[config.mk]
export PLATFORM = sky130hd
export DESIGN_NAME = tsc_ram
export DESIGN_NICKNAME = d
export VERILOG_FILES = /design/src/rtl/tsc_ram.sv
export SDC_FILE = /design/constraint.sdc
export NUM_CORES = 1
export LEC_CHECK = 0
export BUFFER_PORTS_ARGS = -buffer_cell sky130_fd_sc_hd__buf_2
export CORE_MARGIN = 2
export CORE_UTILIZATION = 30
export DETAILED_ROUTE_END_ITERATION = 7
export PLACE_DENSITY_LB_ADDON = 0.3
export SLEW_MARGIN = 20
export SYNTH_ARGS = -nofsm -noshare
export SYNTH_HDL_FRONTEND = slang
export SYNTH_SLANG_ARGS = --single-unit
[constraint.sdc]
create_clock -name clk -period 5.75 [get_ports clk]
set_clock_uncertainty 0.05 [all_clocks]
set_input_delay 0.8625 -clock clk [delete_from_list [all_inputs] [get_ports clk]]
set_output_delay 0.8625 -clock clk [all_outputs]
set_load 0.005 [all_outputs]
[src/rtl/tsc_ram.sv]
// Generic single-port-write, single-port-read RAM with registered read.
// No dependencies.
module tsc_ram #(
  parameter int Width = 8,
  parameter int Depth = 16
) (
  input  logic                     clk,
  input  logic                     we,
  input  logic [$clog2(Depth)-1:0] waddr,
  input  logic [Width-1:0]         wdata,
  input  logic [$clog2(Depth)-1:0] raddr,
  output logic [Width-1:0]         rdata
);
  logic [Width-1:0] mem [Depth];
  always_ff @(posedge clk) begin
    if (we) mem[waddr] <= wdata;
    rdata <= mem[raddr];
  end
endmodule

# Word-level counts from Yosys, hierarchy flattened
# Memory sizes are Yosys's and may differ from the RTL's. A register that Yosys moved wholly into a read port is not among the register bits.
# Cells that the tools add are included.
[word_totals]
regBits = 0
ramBits = 128
input_bits = 18
out_inout_bits = 8
wordCells = 3
n_memories = 1
[memory_table]
columns = ["memory", "words", "width", "rd", "rd_ports_with_merged_regs", "write_ports", "line", "rtl"]
rows = [
  ["mem", 16, 8, 1, 1, 1, "14", "logic [Width-1:0] mem [Depth];"],
]
[classes]
mux = 2
[op_table]
columns = ["op", "n"]
rows = [
  ["1-bit 2-to-1 mux", 2],
]

# Logic depth before layout (Yosys ltp)
# Gate-level depths: netlist (run 1).
[depth]
depth_word = 2
ltp_mapped = 5
ltp_nobuf = 3

# Least setup slack after synthesis (run 1)
# No wires, ideal clock.
[synth_path]
path_kind = "input-to-reg"
startpoint = "in waddr[2]"
endpoint = "mem mem[0][0] (enable)"
arrival_time_ns = 1.972
required_ns = 5.317
path_slack_ns = 3.345
cell_stages = 2
n_path_buf = 0
cell_sequence = "or3b_2 nor3_1"
[synth_rtl]
columns = ["item", "line", "rtl"]
rows = [
  ["start: declaration", "9", "input logic [$clog2(Depth)-1:0] waddr,"],
  ["end: declaration", "14", ""],
]
# No word-level cell before the write port.

==> run_summary.xml, run 1 <==
<?xml version="1.0" encoding="UTF-8"?>
<metrics>
  <group name="status">
    <metric name="status" unit="">finished, final reports clean</metric>
  </group>
  <group name="sta">
    <metric name="timing.hold.ws" unit="ns">0.6232</metric>
    <metric name="final.period_utilization" unit="%">39.04</metric>
    <metric name="rsz0062_at_grt" unit="">false</metric>
    <metric name="worst_slew_margin_rel" unit="%">31.76</metric>
    <metric name="layout_min_cycle_time" unit="ns">2.245</metric>
    <metric name="tightest_slew" unit="ns">1.020</metric>
    <metric name="final-hold-violation-count" unit="">0</metric>
    <metric name="setup_viol" unit="">0</metric>
    <metric name="achievable-frequency" unit="GHz">0.4454</metric>
    <metric name="setup_total_negative_slack" unit="ns">0</metric>
    <metric name="timing_max_transition_violations_final" unit="">0</metric>
  </group>
  <group name="route">
    <metric name="total_vias_in_the_final_route" unit="">2384</metric>
    <metric name="remaining_drc_errors" unit="">0</metric>
    <metric name="final_antenna_net_count" unit="">0</metric>
    <metric name="drt_pre_antenna_iters" unit="">4</metric>
    <metric name="drt_iter0_drcs" unit="">326</metric>
    <metric name="vias_per_cell" unit="">4.778</metric>
    <metric name="wirelength_routed" unit="µm">10670</metric>
    <metric name="wl_per_cell" unit="µm">21.37</metric>
  </group>
  <group name="clocking">
    <metric name="cts.sink_count" unit="">136</metric>
    <metric name="cts_made_buffers" unit="">17</metric>
    <metric name="cts_setup_buffers" unit="">0</metric>
    <metric name="cts-hold-fix-buffers" unit="">0</metric>
    <metric name="clkSlewWorstSetupHoldPaths" unit="ns">0.06</metric>
    <metric name="htree_levels" unit="">4</metric>
    <metric name="clockRootBuffer" unit="">clkbuf_16</metric>
    <metric name="worst_skew_pair.late_latency" unit="ns">0.41</metric>
    <metric name="cts_tree" unit="">yes</metric>
    <metric name="cts.path.max_buffers" unit="">2</metric>
    <metric name="ctsResizeCount" unit="">0</metric>
  </group>
  <group name="place">
    <metric name="gpl.final_weighted_congestion" unit="">0.6987</metric>
    <metric name="hpwlAfterDp" unit="µm">6557</metric>
    <metric name="buffer_ports.inserted" unit="">25</metric>
    <metric name="placed_cells_incl_taps" unit="">467</metric>
  </group>
  <group name="setup_path">
    <metric name="cp_max_fo" unit="">32</metric>
    <metric name="worst-r2r-setup-slack" unit="ns">4.24</metric>
    <metric name="cp-end-kind" unit="">flop</metric>
    <metric name="cp.required" unit="ns">6.00</metric>
    <metric name="cpPeakStageDelay" unit="ns">0.64</metric>
    <metric name="max_stage_delay_cell_worst_path" unit="">mux4_1</metric>
    <metric name="path_cells" unit="">buf_4 -&gt; mux4_1 -&gt; a22oi_1 -&gt; nand2_1</metric>
    <metric name="timing.critical_path.from_type" unit="">input port</metric>
    <metric name="timing.critical_path.arrival" unit="ns">2.49</metric>
    <metric name="setup_cp_type" unit="">in -&gt; reg</metric>
  </group>
  <group name="power">
    <metric name="power" unit="mW">2.334</metric>
    <metric name="power.switching_fraction" unit="%">20.23</metric>
    <metric name="power.density_cell_area" unit="nW/µm²">382.2</metric>
    <metric name="power.share.clock" unit="%">48.0</metric>
    <metric name="seq_power_share" unit="%">47.8</metric>
    <metric name="vdd.ir_drop.worst" unit="mV">0.2205</metric>
    <metric name="pwr-share-comb" unit="%">4.2</metric>
    <metric name="switching_power" unit="mW">0.4721</metric>
    <metric name="p_int" unit="mW">1.862</metric>
    <metric name="p_leak" unit="nW">2.006</metric>
  </group>
  <group name="hold_path">
    <metric name="timing.hold.worst.class" unit="">reg -&gt; reg</metric>
  </group>
  <group name="global_route">
    <metric name="antenna_violations_before_repair" unit="">0</metric>
    <metric name="grt_util_all_layers" unit="%">12.52</metric>
    <metric name="grt_pass1_vias" unit="">2538</metric>
    <metric name="globalRoute.totalOverflow" unit="">0</metric>
    <metric name="maximum_number_of_pins_on_one_net_before_global_route_repair" unit="">33</metric>
    <metric name="grt_first_pass_wirelength" unit="µm">15990</metric>
  </group>
  <group name="die">
    <metric name="rows" unit="">47</metric>
    <metric name="io_pins" unit="">26</metric>
    <metric name="die_outline_area" unit="µm²">18220</metric>
    <metric name="die_height" unit="µm">135.0</metric>
    <metric name="start_util" unit="%">30.82</metric>
    <metric name="chipWidth" unit="µm">135.0</metric>
    <metric name="core-area" unit="µm²">16700</metric>
  </group>
  <group name="final_layout">
    <metric name="area_growth" unit="%">18.64</metric>
    <metric name="non_filler_instance_count_after_layout" unit="">499</metric>
    <metric name="utilization" unit="%">36.57</metric>
    <metric name="final_layout_size_suffix_gt1_share" unit="%">28.67</metric>
    <metric name="antenna-diode-count" unit="">0</metric>
    <metric name="num-nets-final" unit="">284</metric>
    <metric name="leading_cell_type_in_the_layout_fill_and_taps_excluded" unit="">edfxtp_1</metric>
    <metric name="most_frequent_cells_in_the_layout" unit="">edfxtp_1 (128), buf_2 (24), mux4_2 (18), clkbuf_16 (17), a22oi_1 (16)</metric>
  </group>
  <group name="job">
    <metric name="timing.max_cap.violations" unit="">0</metric>
  </group>
  <group name="synth">
    <metric name="yosys_warn_count" unit="">0</metric>
    <metric name="yosysSeqAreaShare" unit="%">77.78</metric>
    <metric name="synthesis.nets" unit="">247</metric>
    <metric name="netlist_instances" unit="">229</metric>
    <metric name="netlist_area" unit="µm²">5147</metric>
    <metric name="syn_area_per_cell" unit="µm²">22.48</metric>
    <metric name="register_bit_total_from_synthesis" unit="">136</metric>
    <metric name="yosys.cell_types.count" unit="">19</metric>
  </group>
</metrics>
layout make-up:
type,instances,area (µm²)
Tap cell,220,275.3
Multi-Input combinational cell,83,1062
Timing Repair Buffer,28,150.1
Sequential cell,136,4004
Clock inverter,12,148.9
Clock buffer,20,466.7
Fill cell,1551,10590
worst paths after layout:
| check | startpoint | to | cells past startpoint |
|---|---|---|---|
| max reg2reg | mem[5][2] | rdata[2] | 3 |
| max | raddr[0] | rdata[2] | 4 |
| min reg2reg | mem[4][1] | rdata[1] | 3 |
| min | mem[4][1] | rdata[1] | 3 |
Yosys cell counts:
library cell / number / area share [%]
nor2b_1: 1 / 0.12
a22oi_1: 16 / 2.3
clkdlybuf4s25_2: 3 / 0.58
dfxtp_1: 8 / 3.1
nor2_1: 13 / 0.95
and2_1: 1 / 0.12
nor3_1: 4 / 0.39
nand3b_1: 2 / 0.29
nand2b_1: 2 / 0.24
buf_6: 3 / 0.66
edfxtp_1: 128 / 75
nand2_1: 9 / 0.66
or3b_2: 1 / 0.17
buf_4: 1 / 0.15
mux4_2: 18 / 7.9
buf_2: 3 / 0.29
nand3_1: 1 / 0.097
and2b_1: 1 / 0.15
mux4_1: 14 / 7.1
layer usage:
| layer | share of wire (%) | wire (µm) | vias to the layer above | global-route usage (%) |
|---|---|---|---|---|
| met3 | 4.7 | 501 | 10 | 3.003 |
| met5 | 0 | 0 | - | 0 |
| met2 | 48 | 5078 | 68 | 18.70 |
| met4 | 1.1 | 118 | 0 | 4.861 |
| li1 | - | - | 1048 | - |
| met1 | 47 | 4966 | 1258 | 17.79 |
flip-flops by register name, indices dropped and copies added, names as in the netlist:
register	count
mem	128
rdata	8
power by group through the flow:
stage | sequential [mW] | clock [mW] | combinational, mW
floorplan | 1.13 | 0 | 0.0563
global placement | 1.14 | 0 | 0.0974
detailed placement | 1.14 | 0 | 0.101
CTS | 1.12 | 1.13 | 0.101
global route | 1.12 | 1.17 | 0.108
finish | 1.12 | 1.12 | 0.0986
worst max-delay path: cells and delay by family:
kind                   cells  cell delay, ns
buffers and inverters      1            0.50
AOI/OAI and AO/OA          1            0.37
muxes                      1            0.64
and+or+nand+nor            1            0.09
logic make-up (layout without fill, tap and decap cells):
| kind of cell | Yosys count | in the layout | synth area share (%) |
|---|---|---|---|
| buf+inv | 10 | 60 | 1.677 |
| compound gates | 16 | 16 | 2.334 |
| flops | 136 | 136 | 77.78 |
| mux | 32 | 32 | 15.02 |
| simple gates | 35 | 35 | 3.184 |
stage by stage:
step	worst slack, ns	area (µm²)
6_report	3.505	6107
5_1_grt	3.433	6107
4_1_cts	3.139	6105
3_5_place_dp	2.708	5489
3_3_place_gp	2.729	5484
2_1_floorplan	3.345	5147
(Power assumes the default switching activity.)
==> run 2: changes to the inputs <==
==> constraint.sdc (replaced) <==
create_clock -name clk -period 2.4 [get_ports clk]
set_clock_uncertainty 0.05 [all_clocks]
set_input_delay 0.36 -clock clk [delete_from_list [all_inputs] [get_ports clk]]
set_output_delay 0.36 -clock clk [all_outputs]
set_load 0.005 [all_outputs]
==> run 2 against run 1 <==
First-iteration DRC count shrank 22%. Final cell count increased by 3.4%. Via count grew 3.1%. Combinational power rose to 2.5 times the previous value. Setup slack got worse by 2.6 ns. Register-to-register slack worse by 3.3 ns. Die area unchanged. Critical path type unchanged. Critical endpoint is now rdata[4].
==> run_summary.xml, run 2 (synthesis gave the netlist of run 1 again) <==
<?xml version="1.0" encoding="UTF-8"?>
<metrics>
  <group name="route">
    <metric name="wl_per_cell" unit="µm">20.65</metric>
    <metric name="highest_layer" unit="">met4</metric>
    <metric name="vias_per_cell" unit="">4.766</metric>
    <metric name="wirelength_routed" unit="µm">10650</metric>
    <metric name="total_vias_in_the_final_route" unit="">2459</metric>
    <metric name="total_met3_wirelength_after_detailed_routing" unit="µm">543</metric>
    <metric name="met1_length" unit="µm">4937</metric>
    <metric name="remaining_drc_errors" unit="">0</metric>
    <metric name="final_antenna_net_count" unit="">0</metric>
    <metric name="drt_pre_antenna_iters" unit="">4</metric>
    <metric name="drt_iter0_drcs" unit="">255</metric>
    <metric name="met2_routed_length" unit="µm">4948</metric>
  </group>
  <group name="die">
    <metric name="die_outline_area" unit="µm²">18220</metric>
    <metric name="chipWidth" unit="µm">135.0</metric>
    <metric name="start_util" unit="%">30.82</metric>
    <metric name="rows" unit="">47</metric>
    <metric name="io_pins" unit="">26</metric>
    <metric name="die_height" unit="µm">135.0</metric>
    <metric name="core-area" unit="µm²">16700</metric>
  </group>
  <group name="clocking">
    <metric name="worst_skew_pair.late_latency" unit="ns">0.42</metric>
    <metric name="cts.path.max_buffers" unit="">2</metric>
    <metric name="clockRootBuffer" unit="">clkbuf_16</metric>
    <metric name="cts-hold-fix-buffers" unit="">0</metric>
    <metric name="htree_levels" unit="">4</metric>
    <metric name="cts.sink_count" unit="">136</metric>
    <metric name="cts_tree" unit="">yes</metric>
    <metric name="cts_setup_buffers" unit="">0</metric>
    <metric name="cts_made_buffers" unit="">17</metric>
    <metric name="clkSlewWorstSetupHoldPaths" unit="ns">0.06</metric>
    <metric name="ctsResizeCount" unit="">0</metric>
  </group>
  <group name="hold_path">
    <metric name="timing.hold.worst.class" unit="">in -&gt; reg</metric>
  </group>
  <group name="power">
    <metric name="power.density_cell_area" unit="nW/µm²">872.3</metric>
    <metric name="vdd.ir_drop.worst" unit="mV">0.5110</metric>
    <metric name="p_leak" unit="nW">2.091</metric>
    <metric name="power" unit="mW">5.424</metric>
  </group>
  <group name="sta">
    <metric name="final.period_utilization" unit="%">62.14</metric>
    <metric name="setup_total_negative_slack" unit="ns">0</metric>
    <metric name="worst_slew_margin_rel" unit="%">69.50</metric>
    <metric name="timing_max_transition_violations_final" unit="">0</metric>
    <metric name="layout_min_cycle_time" unit="ns">1.491</metric>
    <metric name="achievable-frequency" unit="GHz">0.6705</metric>
    <metric name="timing.hold.ws" unit="ns">0.2852</metric>
    <metric name="rsz0062_at_grt" unit="">false</metric>
    <metric name="setup_viol" unit="">0</metric>
    <metric name="final-hold-violation-count" unit="">0</metric>
    <metric name="tightest_slew" unit="ns">0.4575</metric>
  </group>
  <group name="final_layout">
    <metric name="num-nets-final" unit="">301</metric>
    <metric name="antenna-diode-count" unit="">0</metric>
    <metric name="final_layout_size_suffix_gt1_share" unit="%">32.09</metric>
    <metric name="most_frequent_cells_in_the_layout" unit="">edfxtp_1 (128), buf_2 (25), mux4_2 (18), buf_4 (18), clkbuf_16 (17)</metric>
    <metric name="largest_reg_flops" unit="">128</metric>
    <metric name="largest_registers" unit="">mem x128, rdata x8</metric>
    <metric name="leading_cell_type_in_the_layout_fill_and_taps_excluded" unit="">edfxtp_1</metric>
    <metric name="largest-register" unit="">mem</metric>
    <metric name="area_growth" unit="%">20.81</metric>
  </group>
  <group name="global_route">
    <metric name="grt_first_pass_wirelength" unit="µm">16320</metric>
    <metric name="antenna_violations_before_repair" unit="">0</metric>
    <metric name="maximum_number_of_pins_on_one_net_before_global_route_repair" unit="">33</metric>
    <metric name="globalRoute.totalOverflow" unit="">0</metric>
    <metric name="grt_util_all_layers" unit="%">12.96</metric>
    <metric name="grt_pass1_vias" unit="">2542</metric>
  </group>
  <group name="place">
    <metric name="hpwlAfterDp" unit="µm">6734</metric>
    <metric name="buffer_ports.inserted" unit="">25</metric>
    <metric name="gpl.final_weighted_congestion" unit="">0.7188</metric>
  </group>
  <group name="setup_path">
    <metric name="cp.required" unit="ns">2.64</metric>
    <metric name="cp-end-kind" unit="">flop</metric>
    <metric name="cp_max_fo" unit="">32</metric>
    <metric name="timing.critical_path.from_type" unit="">input port</metric>
    <metric name="timing.critical_path.arrival" unit="ns">1.73</metric>
    <metric name="setup_cp_type" unit="">in -&gt; reg</metric>
  </group>
  <group name="job">
    <metric name="timing.max_cap.violations" unit="">0</metric>
  </group>
  <group name="status">
    <metric name="status" unit="">finished, final reports clean</metric>
  </group>
</metrics>
-- run 2: cell type report --
type / count / area [µm²]
Fill cell: 1561 / 10480
Sequential cell: 136 / 4004
Multi-Input combinational cell: 83 / 1057
Clock buffer: 20 / 456.7
Timing Repair Buffer: 45 / 300.3
Tap cell: 220 / 275.3
Clock inverter: 12 / 125.1
-- run 2: layer usage --
layer / vias up / track usage (%)
met5: - / 0
met4: 0 / 5.613
met3: 14 / 3.979
met2: 62 / 19.23
met1: 1298 / 17.71
li1: 1085 / -
-- run 2: critical path, cell delays in order --
cell and delay, ns:
buf_2 0.10, buf_12 0.26, mux4_1 0.59, a22oi_1 0.32
nand2_1 0.08
-- run 2: through the flow --
step | utilization, % | instance area, µm² | instances | worst slack (ns)
2_1_floorplan | - | 5147 | 229 | 0.4971
3_3_place_gp | 33.75 | 5637 | 484 | 0.4669
3_5_place_dp | 33.75 | 5637 | 484 | 0.4823
4_1_cts | 37.23 | 6218 | 516 | 0.9139
5_1_grt | 37.23 | 6218 | 516 | 0.8436
6_report | 37.23 | 6218 | 516 | 0.9086
-- run 2: report_power, final --
group	switching, mW	leakage, nW	internal, mW	total, mW
logic	0.142	0.586	0.108	0.250
registers	0.0151	1.22	2.66	2.67
clock network	0.927	0.282	1.58	2.50
-- run 2: path summary, 6_finish.rpt --
| check | to | cells past startpoint | slack, ns | start |
|---|---|---|---|---|
| setup reg to reg | rdata[4] | 3 | 0.96 | mem[9][4] |
| setup / recovery | rdata[4] | 5 | 0.91 | raddr[0] |
| hold reg to reg | rdata[5] | 3 | 0.62 | mem[14][5] |
| hold / removal | mem[1][1] | 1 | 0.29 | wdata[1] |
==> run 3: changes to the inputs <==
--- a/config.mk
+++ b/config.mk
@@ -5,6 +5,7 @@
 export SDC_FILE = /design/constraint.sdc
 export NUM_CORES = 1
 export LEC_CHECK = 0
+export ABC_AREA = 1
 export BUFFER_PORTS_ARGS = -buffer_cell sky130_fd_sc_hd__buf_2
 export CORE_MARGIN = 2
 export CORE_UTILIZATION = 30
==> constraint.sdc (replaced) <==
create_clock -name clk -period 1.4 [get_ports clk]
set_clock_uncertainty 0.05 [all_clocks]
set_input_delay 0.21 -clock clk [delete_from_list [all_inputs] [get_ports clk]]
set_output_delay 0.21 -clock clk [all_outputs]
set_load 0.005 [all_outputs]
==> run 3 against run 2 <==
Wire length grew 23%. Non-clock buffer count grew 3. Die area grew 12%. Register-to-register slack lost 0.59 ns. Critical path type is now reg -> out. Final cell count grew 63%. Global-route usage grew 0.84 points. Area after synthesis grew 12%. Critical endpoint is now rdata[2].
==> run_summary.xml, run 3 <==
<?xml version="1.0" encoding="UTF-8"?>
<metrics>
  <group name="setup_path">
    <metric name="cp-startpoint" unit="">rdata[2]</metric>
    <metric name="timing.critical_path.from_type" unit="">flop</metric>
    <metric name="worst-r2r-setup-slack" unit="ns">0.37</metric>
    <metric name="worstSetupPathDepth" unit="">1</metric>
    <metric name="rr_startpoint" unit="">mem[15][1]</metric>
    <metric name="setup_cp_type" unit="">reg -&gt; out</metric>
    <metric name="rr_worst_depth" unit="">6</metric>
    <metric name="cp_max_fo" unit="">1</metric>
    <metric name="max_stage_delay_cell_worst_path" unit="">dfxtp_1</metric>
    <metric name="timing.critical_path.arrival" unit="ns">0.89</metric>
    <metric name="path_cells" unit="">buf_2</metric>
    <metric name="worst-path-buf-inv" unit="">1</metric>
    <metric name="cpPeakStageDelay" unit="ns">0.35</metric>
    <metric name="cp.required" unit="ns">1.14</metric>
    <metric name="cp-end-kind" unit="">output port</metric>
    <metric name="cell_family_with_most_cp_delay" unit="">flip-flops</metric>
  </group>
  <group name="global_route">
    <metric name="grt_pass1_vias" unit="">3691</metric>
    <metric name="grt_util_all_layers" unit="%">13.81</metric>
    <metric name="globalRoute.totalOverflow" unit="">0</metric>
    <metric name="grt_first_pass_wirelength" unit="µm">20590</metric>
    <metric name="maximum_number_of_pins_on_one_net_before_global_route_repair" unit="">65</metric>
    <metric name="antenna_violations_before_repair" unit="">0</metric>
  </group>
  <group name="die">
    <metric name="io_pins" unit="">26</metric>
    <metric name="rows" unit="">50</metric>
    <metric name="die_outline_area" unit="µm²">20350</metric>
    <metric name="die_height" unit="µm">142.6</metric>
    <metric name="start_util" unit="%">30.73</metric>
    <metric name="core-area" unit="µm²">18770</metric>
    <metric name="chipWidth" unit="µm">142.6</metric>
  </group>
  <group name="synth">
    <metric name="synthesis.nets" unit="">569</metric>
    <metric name="netlist_area" unit="µm²">5767</metric>
    <metric name="ys.flop_type" unit="">edfxtp_1</metric>
    <metric name="synth_top_area_share" unit="%">66.65</metric>
    <metric name="yosys_warn_count" unit="">0</metric>
    <metric name="register_bit_total_from_synthesis" unit="">136</metric>
    <metric name="ys_top_cells_by_count" unit="">nand2_1 (173), edfxtp_1 (128), inv_1 (100)</metric>
    <metric name="synth_enable_flop_cells" unit="">128</metric>
    <metric name="yosys.cell_types.count" unit="">12</metric>
    <metric name="yosysSeqAreaShare" unit="%">69.43</metric>
    <metric name="synth_top_area_cell" unit="">edfxtp_1</metric>
    <metric name="synth.most_common_cell" unit="">nand2_1</metric>
    <metric name="async_flop_share" unit="%">0</metric>
    <metric name="netlist_instances" unit="">551</metric>
    <metric name="syn_area_per_cell" unit="µm²">10.47</metric>
    <metric name="ys_top_cells_by_area" unit="">edfxtp_1 (67%), nand2_1 (11%), nand3_1 (8.4%), inv_1 (6.5%), dfxtp_1 (2.8%)</metric>
  </group>
  <group name="final_layout">
    <metric name="largest_reg_flops" unit="">128</metric>
    <metric name="non_filler_instance_count_after_layout" unit="">841</metric>
    <metric name="most_frequent_cells_in_the_layout" unit="">nand2_1 (173), edfxtp_1 (128), inv_1 (100), nand3_1 (97), buf_2 (25)</metric>
    <metric name="layout.cell_area.non_filler" unit="µm²">6777</metric>
    <metric name="largest_registers" unit="">mem x128, rdata x8</metric>
    <metric name="area_growth" unit="%">17.51</metric>
    <metric name="antenna-diode-count" unit="">0</metric>
    <metric name="largest-register" unit="">mem</metric>
    <metric name="final_layout_size_suffix_gt1_share" unit="%">11.86</metric>
    <metric name="layout.filler_cells" unit="">1856</metric>
    <metric name="leading_cell_type_in_the_layout_fill_and_taps_excluded" unit="">nand2_1</metric>
    <metric name="num-nets-final" unit="">612</metric>
  </group>
  <group name="sta">
    <metric name="setup_total_negative_slack" unit="ns">0</metric>
    <metric name="postLayoutSetupSlackWorst" unit="ns">0.2518</metric>
    <metric name="final-hold-violation-count" unit="">0</metric>
    <metric name="achievable-frequency" unit="GHz">0.8709</metric>
    <metric name="tightest_slew" unit="ns">0.3587</metric>
    <metric name="worst_slew_margin_rel" unit="%">76.06</metric>
    <metric name="layout_min_cycle_time" unit="ns">1.148</metric>
    <metric name="timing_max_transition_violations_final" unit="">0</metric>
    <metric name="setup_viol" unit="">0</metric>
    <metric name="rsz0062_at_grt" unit="">false</metric>
    <metric name="final.period_utilization" unit="%">82.02</metric>
    <metric name="timing.hold.ws" unit="ns">0.1316</metric>
  </group>
  <group name="clocking">
    <metric name="cts_tree" unit="">yes</metric>
    <metric name="ctsResizeCount" unit="">0</metric>
    <metric name="cts.path.max_buffers" unit="">2</metric>
    <metric name="cts_made_buffers" unit="">17</metric>
    <metric name="worst_skew_pair.late_latency" unit="ns">0.41</metric>
    <metric name="cts.sink_count" unit="">136</metric>
    <metric name="cts-hold-fix-buffers" unit="">0</metric>
    <metric name="clockRootBuffer" unit="">clkbuf_16</metric>
    <metric name="clkSlewWorstSetupHoldPaths" unit="ns">0.05</metric>
    <metric name="htree_levels" unit="">4</metric>
    <metric name="cts_setup_buffers" unit="">0</metric>
  </group>
  <group name="route">
    <metric name="final_antenna_net_count" unit="">0</metric>
    <metric name="wl_per_cell" unit="µm">15.59</metric>
    <metric name="total_vias_in_the_final_route" unit="">3679</metric>
    <metric name="remaining_drc_errors" unit="">0</metric>
    <metric name="wirelength_routed" unit="µm">13110</metric>
    <metric name="vias_per_cell" unit="">4.375</metric>
    <metric name="drt_pre_antenna_iters" unit="">5</metric>
    <metric name="drt_iter0_drcs" unit="">445</metric>
  </group>
  <group name="place">
    <metric name="hpwlAfterDp" unit="µm">8011</metric>
    <metric name="placed_area" unit="µm²">6254</metric>
    <metric name="buffer_ports.inserted" unit="">25</metric>
    <metric name="gpl.final_weighted_congestion" unit="">0.7982</metric>
    <metric name="placed_cells_incl_taps" unit="">809</metric>
    <metric name="placement.setup.worst_slack" unit="ns">0.08876</metric>
  </group>
  <group name="status">
    <metric name="status" unit="">finished, final reports clean</metric>
  </group>
  <group name="power">
    <metric name="power.density_cell_area" unit="nW/µm²">1339</metric>
    <metric name="p_leak" unit="nW">2.913</metric>
    <metric name="vdd.ir_drop.worst" unit="mV">0.9292</metric>
  </group>
  <group name="hold_path">
    <metric name="timing.hold.worst_path_depth" unit="">1</metric>
    <metric name="timing.hold.worst.class" unit="">in -&gt; reg</metric>
    <metric name="hold_path.startpoint" unit="">wdata[5]</metric>
  </group>
  <group name="job">
    <metric name="timing.max_cap.violations" unit="">0</metric>
  </group>
</metrics>
[run 3: cell types whose count changed after synthesis, moves of 2 or more]
| cell | change |
|---|---|
| buf_2 | +10 |
| clkdlybuf4s25_2 | -3 |
| nor3_1 | -4 |
| buf_6 | +3 |
| a22oi_1 | -16 |
| nand2b_1 | -2 |
| mux4_1 | -14 |
| buf_4 | +3 |
| mux4_2 | -18 |
| nand2_1 | +164 |
| inv_2 | +2 |
| nand3_1 | +96 |
| inv_1 | +100 |
| nor2_1 | +4 |
[run 3: final timing paths]
| check | to |
|---|---|
| min | mem[9][5] |
| max reg2reg | rdata[1] |
| max | rdata[2] |
| min reg2reg | rdata[3] |
[run 3: cell families after synthesis]
kind of cell           synth area share, %
DFF                                  69.43
and+or+nand+nor                      21.05
buffers and inverters                9.525
[run 3: final cells by class]
type                    instances  area (µm²)  share of cell area (%)
flip-flops and latches        136        4004                   59.08
multi-input cells             289        1214                   17.91
clock buffers                  28       506.7                   7.478
inverters                     102       382.9                   5.650
repair buffers                 48       360.3                   5.318
well taps                     234       292.8                   4.321
clock inverters                 4       16.27                  0.2400
[run 3: power breakdown]
part           switching (mW)  internal, mW  total, mW
Sequential             0.0284          4.55       4.58
Clock                    1.50          2.43       3.93
Combinational           0.376         0.181      0.558
[run 3: metrics by stage]
step	total power, mW	util (%)
floorplan	4.982	-
global placement	5.229	33.32
detailed placement	5.235	33.32
CTS	9.170	36.11
global route	9.397	36.11
finish	9.071	36.11
[run 3: layer usage]
| layer | wire (µm) | GRT usage, % |
|---|---|---|
| met5 | 0 | 0 |
| met1 | 5784 | 18.33 |
| met3 | 755 | 2.817 |
| met2 | 6301 | 21.31 |
| met4 | 264 | 7.400 |
